===== src/hdl/pwc_pkg.sv =====
// ============================================================================
// pwc_pkg
// Shared types and constants of the pixel window clipper: field widths,
// register indexes, reset values, screen size, item modes and the clip window record.
// ============================================================================
`default_nettype none

package pwc_pkg;

    // Field widths.
    localparam int C_REG_W   = 16;
    localparam int C_IDX_W   = 3;
    localparam int C_COLOR_W = 16;
    localparam int C_COL_W   = 16;
    localparam int C_ROW_W   = 17;

    // Screen size that a canvas bound inside the draw area is clamped to.
    localparam logic signed [C_REG_W-1:0] C_SCREEN_WIDTH  = 16'sd480;
    localparam logic signed [C_REG_W-1:0] C_SCREEN_HEIGHT = 16'sd320;

    // Reset values of the draw area.
    localparam logic signed [C_REG_W-1:0] C_AREA_RIGHT_RST  = 16'sd480;
    localparam logic signed [C_REG_W-1:0] C_AREA_BOTTOM_RST = 16'sd320;

    // Configuration register indexes.
    localparam logic [C_IDX_W-1:0] C_IDX_CORNER_A_X = 3'd0;
    localparam logic [C_IDX_W-1:0] C_IDX_CORNER_A_Y = 3'd1;
    localparam logic [C_IDX_W-1:0] C_IDX_CORNER_B_X = 3'd2;
    localparam logic [C_IDX_W-1:0] C_IDX_CORNER_B_Y = 3'd3;
    localparam logic [C_IDX_W-1:0] C_IDX_AREA_LEFT  = 3'd4;
    localparam logic [C_IDX_W-1:0] C_IDX_AREA_RIGHT = 3'd5;
    localparam logic [C_IDX_W-1:0] C_IDX_AREA_TOP   = 3'd6;
    localparam logic [C_IDX_W-1:0] C_IDX_AREA_BOT   = 3'd7;

    // Item modes.
    localparam logic C_MODE_PIXEL  = 1'b0;
    localparam logic C_MODE_REWIND = 1'b1;

    // Clip window, canvas origin and canvas width minus one, derived from the configuration.
    typedef struct packed {
        logic signed [C_REG_W-1:0] left;
        logic signed [C_REG_W-1:0] right;
        logic signed [C_REG_W-1:0] top;
        logic signed [C_REG_W-1:0] bottom;
        logic signed [C_REG_W-1:0] x1;
        logic signed [C_REG_W-1:0] y1;
        logic        [C_COL_W-1:0] width;
    } t_window;

endpackage

`default_nettype wire


===== src/hdl/pwc_pix_if.sv =====
// ============================================================================
// pwc_pix_if
// Input channel of the clipper: a pixel or rewind item with its color.
// ============================================================================
`default_nettype none

interface pwc_pix_if;
    logic        valid;
    logic        ready;
    logic        mode;
    logic [15:0] color;

    modport source (output valid, output mode, output color, input ready);
    modport sink   (input valid, input mode, input color, output ready);
endinterface

`default_nettype wire


===== src/hdl/pwc_out_if.sv =====
// ============================================================================
// pwc_out_if
// Output channel of the clipper: the color of a pixel inside the window.
// ============================================================================
`default_nettype none

interface pwc_out_if;
    logic        valid;
    logic        ready;
    logic [15:0] pixel_color;

    modport source (output valid, output pixel_color, input ready);
    modport sink   (input valid, input pixel_color, output ready);
endinterface

`default_nettype wire


===== src/hdl/pwc_window.sv =====
// ============================================================================
// pwc_window
// Orders the two canvas corners and derives the clip window: each bound is
// the draw-area edge when the canvas passes it, else clamped to the screen.
// ============================================================================
`default_nettype none

module pwc_window import pwc_pkg::*; (
    input  wire logic signed [C_REG_W-1:0] i_corner_a_x,
    input  wire logic signed [C_REG_W-1:0] i_corner_a_y,
    input  wire logic signed [C_REG_W-1:0] i_corner_b_x,
    input  wire logic signed [C_REG_W-1:0] i_corner_b_y,
    input  wire logic signed [C_REG_W-1:0] i_area_left,
    input  wire logic signed [C_REG_W-1:0] i_area_right,
    input  wire logic signed [C_REG_W-1:0] i_area_top,
    input  wire logic signed [C_REG_W-1:0] i_area_bottom,
    output t_window                        o_window
);

    // Clamp a value into 0..hi.
    function automatic logic signed [C_REG_W-1:0] clamp_screen(
        input logic signed [C_REG_W-1:0] v,
        input logic signed [C_REG_W-1:0] hi
    );
        logic signed [C_REG_W-1:0] res;
        if (v < 0) begin
            res = '0;
        end else if (v > hi) begin
            res = hi;
        end else begin
            res = v;
        end
        return res;
    endfunction

    logic signed [C_REG_W-1:0] x1, x2, y1, y2;
    logic        [C_REG_W:0]   w_diff;

    // Order the corners.
    always_comb begin
        if (i_corner_a_x < i_corner_b_x) begin
            x1 = i_corner_a_x;
            x2 = i_corner_b_x;
        end else begin
            x1 = i_corner_b_x;
            x2 = i_corner_a_x;
        end
        if (i_corner_a_y < i_corner_b_y) begin
            y1 = i_corner_a_y;
            y2 = i_corner_b_y;
        end else begin
            y1 = i_corner_b_y;
            y2 = i_corner_a_y;
        end
    end

    // Canvas width minus one; never negative since x2 >= x1.
    assign w_diff = {x2[C_REG_W-1], x2} - {x1[C_REG_W-1], x1};

    // Window bounds.
    always_comb begin
        o_window.left   = (x1 < i_area_left)   ? i_area_left
                                               : clamp_screen(x1, C_SCREEN_WIDTH);
        o_window.right  = (x2 > i_area_right)  ? i_area_right
                                               : clamp_screen(x2, C_SCREEN_WIDTH);
        o_window.top    = (y1 < i_area_top)    ? i_area_top
                                               : clamp_screen(y1, C_SCREEN_HEIGHT);
        o_window.bottom = (y2 > i_area_bottom) ? i_area_bottom
                                               : clamp_screen(y2, C_SCREEN_HEIGHT);
        o_window.x1     = x1;
        o_window.y1     = y1;
        o_window.width  = w_diff[C_COL_W-1:0];
    end

endmodule

`default_nettype wire


===== src/hdl/pixel_window_clipper_unit.sv =====
// ============================================================================
// pixel_window_clipper_unit
// Scissor clipper for a raster pixel stream. Pixel items walk a position
// through the canvas; colors inside the clip window are passed on.
// ============================================================================
//
//  Channel   Dir  Handshake        Payload
//  i_pix     in   valid/ready      mode, color
//  o_pix     out  valid/ready      pixel_color
//  i_cfg_*   in   write enable     index, 16-bit data
//
//  An item is taken into an input register, then judged and stepped through
//  the canvas into the output register. One item per cycle is sustained
//  while the output is not stalled; rewinds and clipped pixels leave no
//  result. A stall on the output holds only items that produce a result;
//  the input register keeps accepting while the output register can drain.
//  Synchronous reset clears the position and the valid flags and loads the
//  configuration registers with their reset values.
`default_nettype none

module pixel_window_clipper_unit import pwc_pkg::*; (
    input  wire logic               i_clk,
    input  wire logic               i_rst_n,
    input  wire logic               i_cfg_we,
    input  wire logic [C_IDX_W-1:0] i_cfg_index,
    input  wire logic [C_REG_W-1:0] i_cfg_data,
    pwc_pix_if.sink                 i_pix,
    pwc_out_if.source               o_pix
);

    // Configuration registers.
    logic signed [C_REG_W-1:0] r_corner_a_x, r_corner_a_y, r_corner_b_x, r_corner_b_y;
    logic signed [C_REG_W-1:0] r_area_left, r_area_right, r_area_top, r_area_bottom;

    // Canvas position.
    logic [C_COL_W-1:0] r_col, n_col;
    logic [C_ROW_W-1:0] r_row, n_row;

    // Input and output stages.
    logic                 r_s1_valid;
    logic                 r_s1_mode;
    logic [C_COLOR_W-1:0] r_s1_color;
    logic                 r_out_valid;
    logic [C_COLOR_W-1:0] r_out_color;

    t_window               window;
    logic signed [C_REG_W+1:0] px;
    logic signed [C_REG_W+2:0] py;
    logic                  in_window;
    logic                  s1_hit;
    logic                  s1_go;
    logic                  out_free;
    logic                  corner_wr;

    pwc_window u_window (
        .i_corner_a_x (r_corner_a_x),
        .i_corner_a_y (r_corner_a_y),
        .i_corner_b_x (r_corner_b_x),
        .i_corner_b_y (r_corner_b_y),
        .i_area_left  (r_area_left),
        .i_area_right (r_area_right),
        .i_area_top   (r_area_top),
        .i_area_bottom(r_area_bottom),
        .o_window     (window)
    );

    // Configuration writes; a corner write rewinds the position.
    always_ff @(posedge i_clk) begin
        if (!i_rst_n) begin
            r_corner_a_x  <= '0;
            r_corner_a_y  <= '0;
            r_corner_b_x  <= '0;
            r_corner_b_y  <= '0;
            r_area_left   <= '0;
            r_area_right  <= C_AREA_RIGHT_RST;
            r_area_top    <= '0;
            r_area_bottom <= C_AREA_BOTTOM_RST;
        end else if (i_cfg_we) begin
            case (i_cfg_index)
                C_IDX_CORNER_A_X: r_corner_a_x  <= i_cfg_data;
                C_IDX_CORNER_A_Y: r_corner_a_y  <= i_cfg_data;
                C_IDX_CORNER_B_X: r_corner_b_x  <= i_cfg_data;
                C_IDX_CORNER_B_Y: r_corner_b_y  <= i_cfg_data;
                C_IDX_AREA_LEFT:  r_area_left   <= i_cfg_data;
                C_IDX_AREA_RIGHT: r_area_right  <= i_cfg_data;
                C_IDX_AREA_TOP:   r_area_top    <= i_cfg_data;
                C_IDX_AREA_BOT:   r_area_bottom <= i_cfg_data;
                default: ;
            endcase
        end
    end

    assign corner_wr = i_cfg_we && ((i_cfg_index == C_IDX_CORNER_A_X) ||
                                    (i_cfg_index == C_IDX_CORNER_A_Y) ||
                                    (i_cfg_index == C_IDX_CORNER_B_X) ||
                                    (i_cfg_index == C_IDX_CORNER_B_Y));

    // Pixel position on the screen and the window test, all signed.
    assign px = {{2{window.x1[C_REG_W-1]}}, window.x1} + $signed({2'b00, r_col});
    assign py = {{3{window.y1[C_REG_W-1]}}, window.y1} + $signed({2'b00, r_row});

    assign in_window = (px >= $signed({{2{window.left[C_REG_W-1]}}, window.left}))
                    && (px <= $signed({{2{window.right[C_REG_W-1]}}, window.right}))
                    && (py >= $signed({{3{window.top[C_REG_W-1]}}, window.top}))
                    && (py <= $signed({{3{window.bottom[C_REG_W-1]}}, window.bottom}));

    // Stage control: only a passed pixel needs room in the output register.
    assign s1_hit      = (r_s1_mode == C_MODE_PIXEL) && in_window;
    assign out_free    = !r_out_valid || o_pix.ready;
    assign s1_go       = r_s1_valid && (!s1_hit || out_free);
    assign i_pix.ready = !r_s1_valid || s1_go;

    // Next position: rewind, or raster step with a saturating row.
    always_comb begin
        n_col = r_col;
        n_row = r_row;
        if (s1_go) begin
            if (r_s1_mode == C_MODE_REWIND) begin
                n_col = '0;
                n_row = '0;
            end else if (r_col >= window.width) begin
                n_col = '0;
                if (r_row != {C_ROW_W{1'b1}}) begin
                    n_row = r_row + 1'b1;
                end
            end else begin
                n_col = r_col + 1'b1;
            end
        end
        if (corner_wr) begin
            n_col = '0;
            n_row = '0;
        end
    end

    always_ff @(posedge i_clk) begin
        if (!i_rst_n) begin
            r_col <= '0;
            r_row <= '0;
        end else begin
            r_col <= n_col;
            r_row <= n_row;
        end
    end

    // Input register.
    always_ff @(posedge i_clk) begin
        if (!i_rst_n) begin
            r_s1_valid <= 1'b0;
        end else if (i_pix.ready) begin
            r_s1_valid <= i_pix.valid;
        end
    end

    always_ff @(posedge i_clk) begin
        if (i_pix.ready && i_pix.valid) begin
            r_s1_mode  <= i_pix.mode;
            r_s1_color <= i_pix.color;
        end
    end

    // Output register.
    always_ff @(posedge i_clk) begin
        if (!i_rst_n) begin
            r_out_valid <= 1'b0;
        end else if (s1_go && s1_hit) begin
            r_out_valid <= 1'b1;
        end else if (o_pix.ready) begin
            r_out_valid <= 1'b0;
        end
    end

    always_ff @(posedge i_clk) begin
        if (s1_go && s1_hit) begin
            r_out_color <= r_s1_color;
        end
    end

    assign o_pix.valid       = r_out_valid;
    assign o_pix.pixel_color = r_out_color;

endmodule

`default_nettype wire


===== src/flat_wrapper.sv =====
// flat-port wrapper written by rule: the top's interface ports become plain ports
module pixel_window_clipper_unit_flat import pwc_pkg::*;
  (i_clk, i_rst_n, i_cfg_we, i_cfg_index, i_cfg_data, i_pix_valid, i_pix_mode, i_pix_color, i_pix_ready, o_pix_valid, o_pix_pixel_color, o_pix_ready);
  pwc_pix_if i_pix_i ();
  pwc_out_if o_pix_i ();
  input  wire logic i_clk;
  input  wire logic i_rst_n;
  input  wire logic i_cfg_we;
  input  wire logic [C_IDX_W-1:0] i_cfg_index;
  input  wire logic [C_REG_W-1:0] i_cfg_data;
  input wire logic [$bits(i_pix_i.valid)-1:0] i_pix_valid;
  input wire logic [$bits(i_pix_i.mode)-1:0] i_pix_mode;
  input wire logic [$bits(i_pix_i.color)-1:0] i_pix_color;
  output wire logic [$bits(i_pix_i.ready)-1:0] i_pix_ready;
  output wire logic [$bits(o_pix_i.valid)-1:0] o_pix_valid;
  output wire logic [$bits(o_pix_i.pixel_color)-1:0] o_pix_pixel_color;
  input wire logic [$bits(o_pix_i.ready)-1:0] o_pix_ready;
  assign i_pix_i.valid = i_pix_valid;
  assign i_pix_i.mode = i_pix_mode;
  assign i_pix_i.color = i_pix_color;
  assign i_pix_ready = i_pix_i.ready;
  assign o_pix_valid = o_pix_i.valid;
  assign o_pix_pixel_color = o_pix_i.pixel_color;
  assign o_pix_i.ready = o_pix_ready;
  pixel_window_clipper_unit u_core (.i_clk(i_clk), .i_rst_n(i_rst_n), .i_cfg_we(i_cfg_we), .i_cfg_index(i_cfg_index), .i_cfg_data(i_cfg_data), .i_pix(i_pix_i), .o_pix(o_pix_i));
endmodule

===== config.mk =====
export PLATFORM = sky130hd
export DESIGN_NAME = pixel_window_clipper_unit_flat
export DESIGN_NICKNAME = d
export VERILOG_FILES = /design/src/hdl/pwc_pkg.sv /design/src/hdl/pwc_pix_if.sv /design/src/hdl/pwc_out_if.sv /design/src/hdl/pwc_window.sv /design/src/hdl/pixel_window_clipper_unit.sv /design/src/flat_wrapper.sv
export SDC_FILE = /design/constraint.sdc
export NUM_CORES = 1
export LEC_CHECK = 0
export ABC_AREA = 1
export BUFFER_PORTS_ARGS = -buffer_cell sky130_fd_sc_hd__buf_2
export CORE_MARGIN = 2
export CORE_UTILIZATION = 50
export DETAILED_ROUTE_END_ITERATION = 8
export PLACE_DENSITY = 0.67
export RECOVER_POWER = 50
export SLEW_MARGIN = 20
export SYNTH_ARGS = -nofsm -noshare
export SYNTH_HDL_FRONTEND = slang
export SYNTH_HIERARCHICAL = 1
export SYNTH_SLANG_ARGS = --single-unit

===== constraint.sdc =====
create_clock -name i_clk -period 16 [get_ports i_clk]
set_input_delay 1.6 -clock i_clk [delete_from_list [all_inputs] [get_ports i_clk]]
set_output_delay 1.6 -clock i_clk [all_outputs]
set_load 0.02 [all_outputs]

==> results of run 1 <==
## metal layers
| layer | global-route usage [%] | routed length (µm) | vias to the layer above |
|---|---|---|---|
| met3 | 4.098 | 4122 | 33 |
| li1 | - | - | 8491 |
| met1 | 41.83 | 24290 | 7765 |
| met4 | 6.731 | 736 | 0 |
| met5 | 0 | 0 | - |
| met2 | 44.98 | 21830 | 532 |
## metrics by stage
step                      util (%)  cells  instance area [µm²]  total power, W
after floorplan                  -   2634                17040        0.001155
after global placement       52.41   3075                17570        0.001322
after detailed placement     52.42   3075                17580        0.001341
after CTS                    54.22   3105                18180        0.001789
after global routing         54.10   3105                18140        0.001934
final                        54.10   3105                18140        0.001790
## placed cells by master, fill, tap and decap left out, drive strengths merged, types with 5 or more instances in the layout
master and n:
nand2 570, nor2 430, inv 430, o21ai 230
ha 221, dfxtp 163, nand3 156, a21oi 121
nand4 48, buf 47, clkbuf 42, xor2 41
nor3 40, edfxtp 33, xnor2 14, a21o 9
o21bai 8, o21a 7, clkinv 6, a211oi 5
or2 5
## where the power goes
part / switching [W] / internal, W
logic: 0.000552 / 0.000260
clock network: 0.000214 / 0.000232
registers: 0.0000140 / 0.000518
total: 0.000780 / 0.00101
## logic make-up (layout without fill, tap and decap cells)
kind of cell / after synthesis / in the layout
fa+ha+maj: 223 / 223
xor+xnor: 55 / 55
buf+inv: 502 / 525
compound gates: 397 / 397
flops: 196 / 196
simple gates: 1261 / 1261
## worst max-delay path, delay by kind of cell, from the launching register on
kind	cells	cell delay, ps
AO/OA/AOI/OAI	7	2030
XOR/XNOR	1	180
adder cells (fa/ha/maj)	3	1100
buffers and inverters	4	550
flip-flops	1	360
AND/OR/NAND/NOR	18	2150
## sequential cells by signal, summed over array words and instances, names as in the netlist
name	cells
u_core/r_row	17
u_core/o_pix.pixel_color	16
u_core/r_area_bottom	16
u_core/r_area_left	16
u_core/r_area_right	16
u_core/r_area_top	16
u_core/r_col	16
u_core/r_corner_a_x	16
u_core/r_corner_a_y	16
u_core/r_corner_b_x	16
u_core/r_corner_b_y	16
u_core/r_s1_color	16
u_core/o_pix.valid	1
u_core/r_s1_mode	1
u_core/r_s1_valid	1
## layout make-up
type / instances / share of cell area, %
clock buffer: 20 / 2.759
clock inverter: 10 / 0.5655
inverter: 426 / 8.814
multi-input combinational: 1936 / 59.48
sequential: 196 / 23.45
tap: 448 / 3.090
timing repair buffer: 69 / 1.848
## worst max path at each step
stage | endpoint | slack [ps] | depth (start not counted)
floorplan | i_pix_ready | 9520 | 38
global placement | i_pix_ready | 8350 | 33
detailed placement | i_pix_ready | 8180 | 33
CTS | i_pix_ready | 7650 | 33
global route | i_pix_ready | 6950 | 36
finish | i_pix_ready | 7570 | 33
==> impl_metrics.yaml, run 1 <==
finish:
  n_fill_cell: 3419
  n_antenna_cell: 0
  drive_gt1_share_pct: 5.645
  final-seq-area_um2: 4254
  layout.nets: 2910
  area_delta_synth_final_pct: 6.492
  multi_input_area_um2: 10790
setup_path:
  crit_arrival_ps: 6830
  end_kind: "output pin"
  r2r_start: "u_core/r_corner_b_y[5]"
  slowest_delay_ps: 940
  start_kind: "flop"
  cpMaxStageDelayCell: "o21ai_0"
  required_ps: 14400
  crit_top_cell: "nand2_1"
  rr_endpoint: "u_core/r_row[16]"
  critPathKind: "reg -> out"
  worstSetupStartpoint: "u_core/r_corner_b_y[5]"
  reg2reg_slack_ps: 8120
  r2r_cells: 36
  crit_path_max_fanout: 45
route:
  vias: 16820
  wl_per_cell_um: 16.42
  drc_errors: 0
  dr.pass1.iters: 6
  drtIter0Drc: 1762
  ant_nets: 0
  vias_per_cell: 5.417
  finalWirelength_mm: 50.99
clocking:
  clock-root-buffer: "clkbuf_16"
  worstSkewPairLatency_ps: 460
  cts_tree: "done"
  cts-buffers-inserted: 17
  cts_max_level: 4
  cts_hold_buf: 0
  clockBufferDepth: 2
  clkTransAtPathRegs_ps: 70
  cts_sinks: 196
  postCtsResizedCells: 0
  postCtsSetupRepairBufs: 0
yosys:
  ys_warn_count: 6
  synth_area_leaders: "dfxtp_1 19%, ha_1 16%, nand2_1 12%"
  synthArstFlopShare_pct: 0
  synth_xor_area_share_pct: 2.828
  synthTopCellsByCount: "552 x nand2_1, 423 x nor2_1, 415 x inv_1"
  synth_compound_area_share_pct: 12.85
  post-synth-top-area-cell: "dfxtp_1"
  synth_top_family_by_area: "simple AND/OR/NAND/NOR gates"
  post-synth-top-count-cell: "nand2_1"
  synth.distinct_cells: 55
  ys.flop_type: "dfxtp_1"
  synth_edf_count: 33
  yosysSeqAreaShare_pct: 24.97
  synth-simple-area-share_pct: 31.18
  synthCells: 2634
  synth-seq-cells: 196
  synth_top_area_share_pct: 19.15
  muxShareOfSynthArea_pct: 0
  syn-cell-area_um2: 17040
  synth_nets: 2898
  yosys.area_share.adder_pct: 16.47
  avgSynthCellArea_um2: 6.468
sta:
  post-route-period-util_pct: 52.71
  finClkSkew_ps: 18.15
  report.final.slew_viol_count: 132
  finalHoldViolCount: 0
  slew_headroom_pct: -83.76
  fin_hold_ws_ps: 420.0
  setup_viol: 0
  worstMarginPinSlew_ps: 2756
  period_needed_ps: 8433
  max_freq_ghz: 0.1186
  grt_setup_unrepaired: "no"
  fin_setup_tns_ps: 0
  finalWorstSetupSlack_ps: 7567
min_path:
  hp-start: "u_core/r_s1_color[12]"
  hold_end: "u_core/o_pix.pixel_color[12]"
  hold_depth: 0
  hp-class: "reg -> reg"
flow_run:
  drv_cap: 2
global_routing:
  grt_pass1_wl_mm: 81.19
  grt_pass1_vias: 15480
  grt_usage_pct: 28.80
  grt_max_degree: 76
  grt_antenna_before_repair: 0
  grt_overflow_total: 0
status:
  status: "finished, violations left"
  violations: "capacitance limit, slew limit"
pwr:
  power_density_nw_per_um2: 98.68
  ir_worst_vdd_mv: 0.08518
  leakage_nw: 9.124
placed_design:
  portBuffers: 58
  dp_slack_ps: 8176
  gp_congestion: 0.9317
  dp_hpwl_mm: 39.93
floorplanning:
  std_cell_rows: 67
  io_pins: 59
  die_y_um: 188.6
  die-area_um2: 35560
  fp.dieW_um: 188.6
  start_util_pct: 50.81
  core_area_um2: 33530
No activity file was read; power rests on OpenSTA's default activity.
==> run 2: changes to the inputs <==
- PLACE_DENSITY: 0.67 -> 0.7
- clock period: 16 -> 6.88 ns (I/O delays scaled with it)
==> run 2 against run 1 <==
Compared with the run above: the flow now finishes without violations; setup slack worse by 7300 ps; register-to-register slack worse by 7300 ps; clock power up 150%; non-clock buffer count up 46; hold slack worse by 18 ps; global-route usage up 0.95 points; critical endpoint unchanged; largest power group unchanged.
==> impl_metrics.yaml, run 2 (synthesized netlist as in run 1, its figures left out) <==
placed_design:
  gp_congestion: 0.9570
  dp_slack_ps: 237.7
  dp_hpwl_mm: 40.73
  dp.cells: 3099
  portBuffers: 58
floorplanning:
  die_y_um: 188.6
  start_util_pct: 50.81
  io_pins: 59
  core_area_um2: 33530
  die-area_um2: 35560
  std_cell_rows: 67
  fp.dieW_um: 188.6
status:
  status: "finished clean"
clocking:
  worstSkewPairLatency_ps: 460
  clockBufferDepth: 2
  clkTransAtPathRegs_ps: 80
  clock-root-buffer: "clkbuf_16"
  cts_tree: "done"
  cts_max_level: 4
  cts_hold_buf: 0
  cts_sinks: 196
  cts-buffers-inserted: 17
setup_path:
  start_kind: "flop"
  crit_path_max_fanout: 8
  crit_top_cell: "nand2_1"
  r2r_start: "u_core/r_corner_b_x[4]"
  cpMaxStageDelayCell: "dfxtp_1"
  crit_arrival_ps: 5920
  rr_endpoint: "u_core/r_s1_color[7]"
  required_ps: 6190
  end_kind: "output pin"
  critPathKind: "reg -> out"
  reg2reg_slack_ps: 860
  slowest_delay_ps: 420
  r2r_cells: 42
sta:
  period_needed_ps: 6611
  post-route-period-util_pct: 96.09
  finalWorstSetupSlack_ps: 269.0
  setup_viol: 0
  max_freq_ghz: 0.1513
  report.final.slew_viol_count: 0
  worstMarginPinSlew_ps: 1138
  slew_headroom_pct: 23.84
  finalHoldViolCount: 0
  finClkSkew_ps: 13.13
finish:
  final_common_cell: "nand2_1"
  n_antenna_cell: 0
  layout.nets: 2959
  largest_reg_flops: 17
  layout_common_cells: "524 x nand2_1, 410 x inv_1, 402 x nor2_1"
  drive_gt1_share_pct: 11.96
  top_register: "u_core/r_row"
  stdcell_count: 3156
  area_delta_synth_final_pct: 13.23
  n_fill_cell: 3329
route:
  ant_nets: 0
  finalWirelength_mm: 54.12
  vias: 17280
  drtIter0Drc: 1496
  vias_per_cell: 5.475
  wl_per_cell_um: 17.15
  drc_errors: 0
  dr.pass1.iters: 5
global_routing:
  grt_usage_pct: 29.75
  grt_overflow_total: 0
  grt_antenna_before_repair: 0
  grt_max_degree: 120
  grt_pass1_vias: 15870
  grt_pass1_wl_mm: 83.68
min_path:
  hp-class: "in -> reg"
  hp-start: "i_pix_color[1]"
  hold_depth: 1
  hold_end: "u_core/r_s1_color[1]"
pwr:
  power_density_nw_per_um2: 236.0
  leakage_nw: 9.494
  ir_worst_vdd_mv: 0.2075
flow_run:
  drv_cap: 0
==> run 2: changes by cell type in the layout (fill, tap and decap cells not counted), sizes merged <==
cell,change
clkinv,+2
buf,+47
clkinvlp,+1
bufinv,+3
nand2,+2
clkbuf,-4
nand3,+1
inv,-1
==> run 2: final cells by class <==
class / instances / area, µm² / share of cell area, %
multi-input combinational: 1939 / 11470 / 59.46
sequential: 196 / 4264 / 22.10
inverter: 426 / 1603 / 8.308
timing repair buffer: 115 / 752.0 / 3.898
tap: 448 / 560.5 / 2.906
clock buffer: 17 / 425.4 / 2.205
clock inverter: 15 / 215.2 / 1.116
==> run 2: through the flow <==
| stage | instance area (µm²) | hold slack (ps) | setup TNS (ps) | util, % | power (W) |
|---|---|---|---|---|---|
| final | 19290 | 401.8 | 0 | 57.53 | 0.004554 |
| after global routing | 19290 | 391.0 | -107.5 | 57.53 | 0.004873 |
| after CTS | 18460 | 386.5 | 0 | 55.06 | 0.004301 |
| after detailed placement | 17770 | 406.1 | 0 | 52.99 | 0.003175 |
| after global placement | 17770 | 400.3 | 0 | 52.99 | 0.003141 |
| after floorplan | 17040 | 400.3 | 0 | - | 0.002686 |
==> run 2: worst max-delay path by stage <==
| stage | endpoint | depth (start not counted) | slack [ps] | from |
|---|---|---|---|---|
| 5_1_grt | i_pix_ready | 41 | -110 | u_core/r_corner_b_x[4] |
| 2_1_floorplan | u_core/r_s1_color[0] | 39 | 1280 | u_core/r_corner_b_x[11] |
| 3_5_place_dp | i_pix_ready | 33 | 240 | u_core/r_corner_b_y[5] |
| 3_3_place_gp | i_pix_ready | 38 | 310 | u_core/r_corner_b_x[13] |
| 6_report | i_pix_ready | 39 | 270 | u_core/r_corner_b_x[4] |
| 4_1_cts | i_pix_ready | 39 | 7 | u_core/r_corner_b_x[11] |
==> run 2: power breakdown <==
part	switching, W	total [W]	leakage, nW	internal, W
clock	0.000522	0.00111	0.315	0.000591
combinational	0.00143	0.00220	7.54	0.000775
sequential	0.0000345	0.00124	1.64	0.00121
total	0.00198	0.00455	9.49	0.00257
==> run 2: what timing repair did <==
item | in CTS | in global routing
setup endpoints to repair | 1 | 13
gates cloned | 0 | 4
gates resized for setup | 19 | 163
setup buffers | 1 | 20
pin swaps | 1 | 27
==> run 2: metal layers <==
layer	GRT usage [%]	routed length [µm]
met1	43.31	25890
met2	46.22	23410
met3	3.315	3555
met4	8.684	1263
met5	0	0
==> run 2: worst max-delay path: cells and delay by family, from the launching register on <==
kind | cells | cell delay [ps]
DFF | 1 | 420
AOI/OAI and AO/OA | 6 | 940
buffers and inverters | 8 | 920
and+or+nand+nor | 22 | 2320
adders and majority gates | 3 | 850
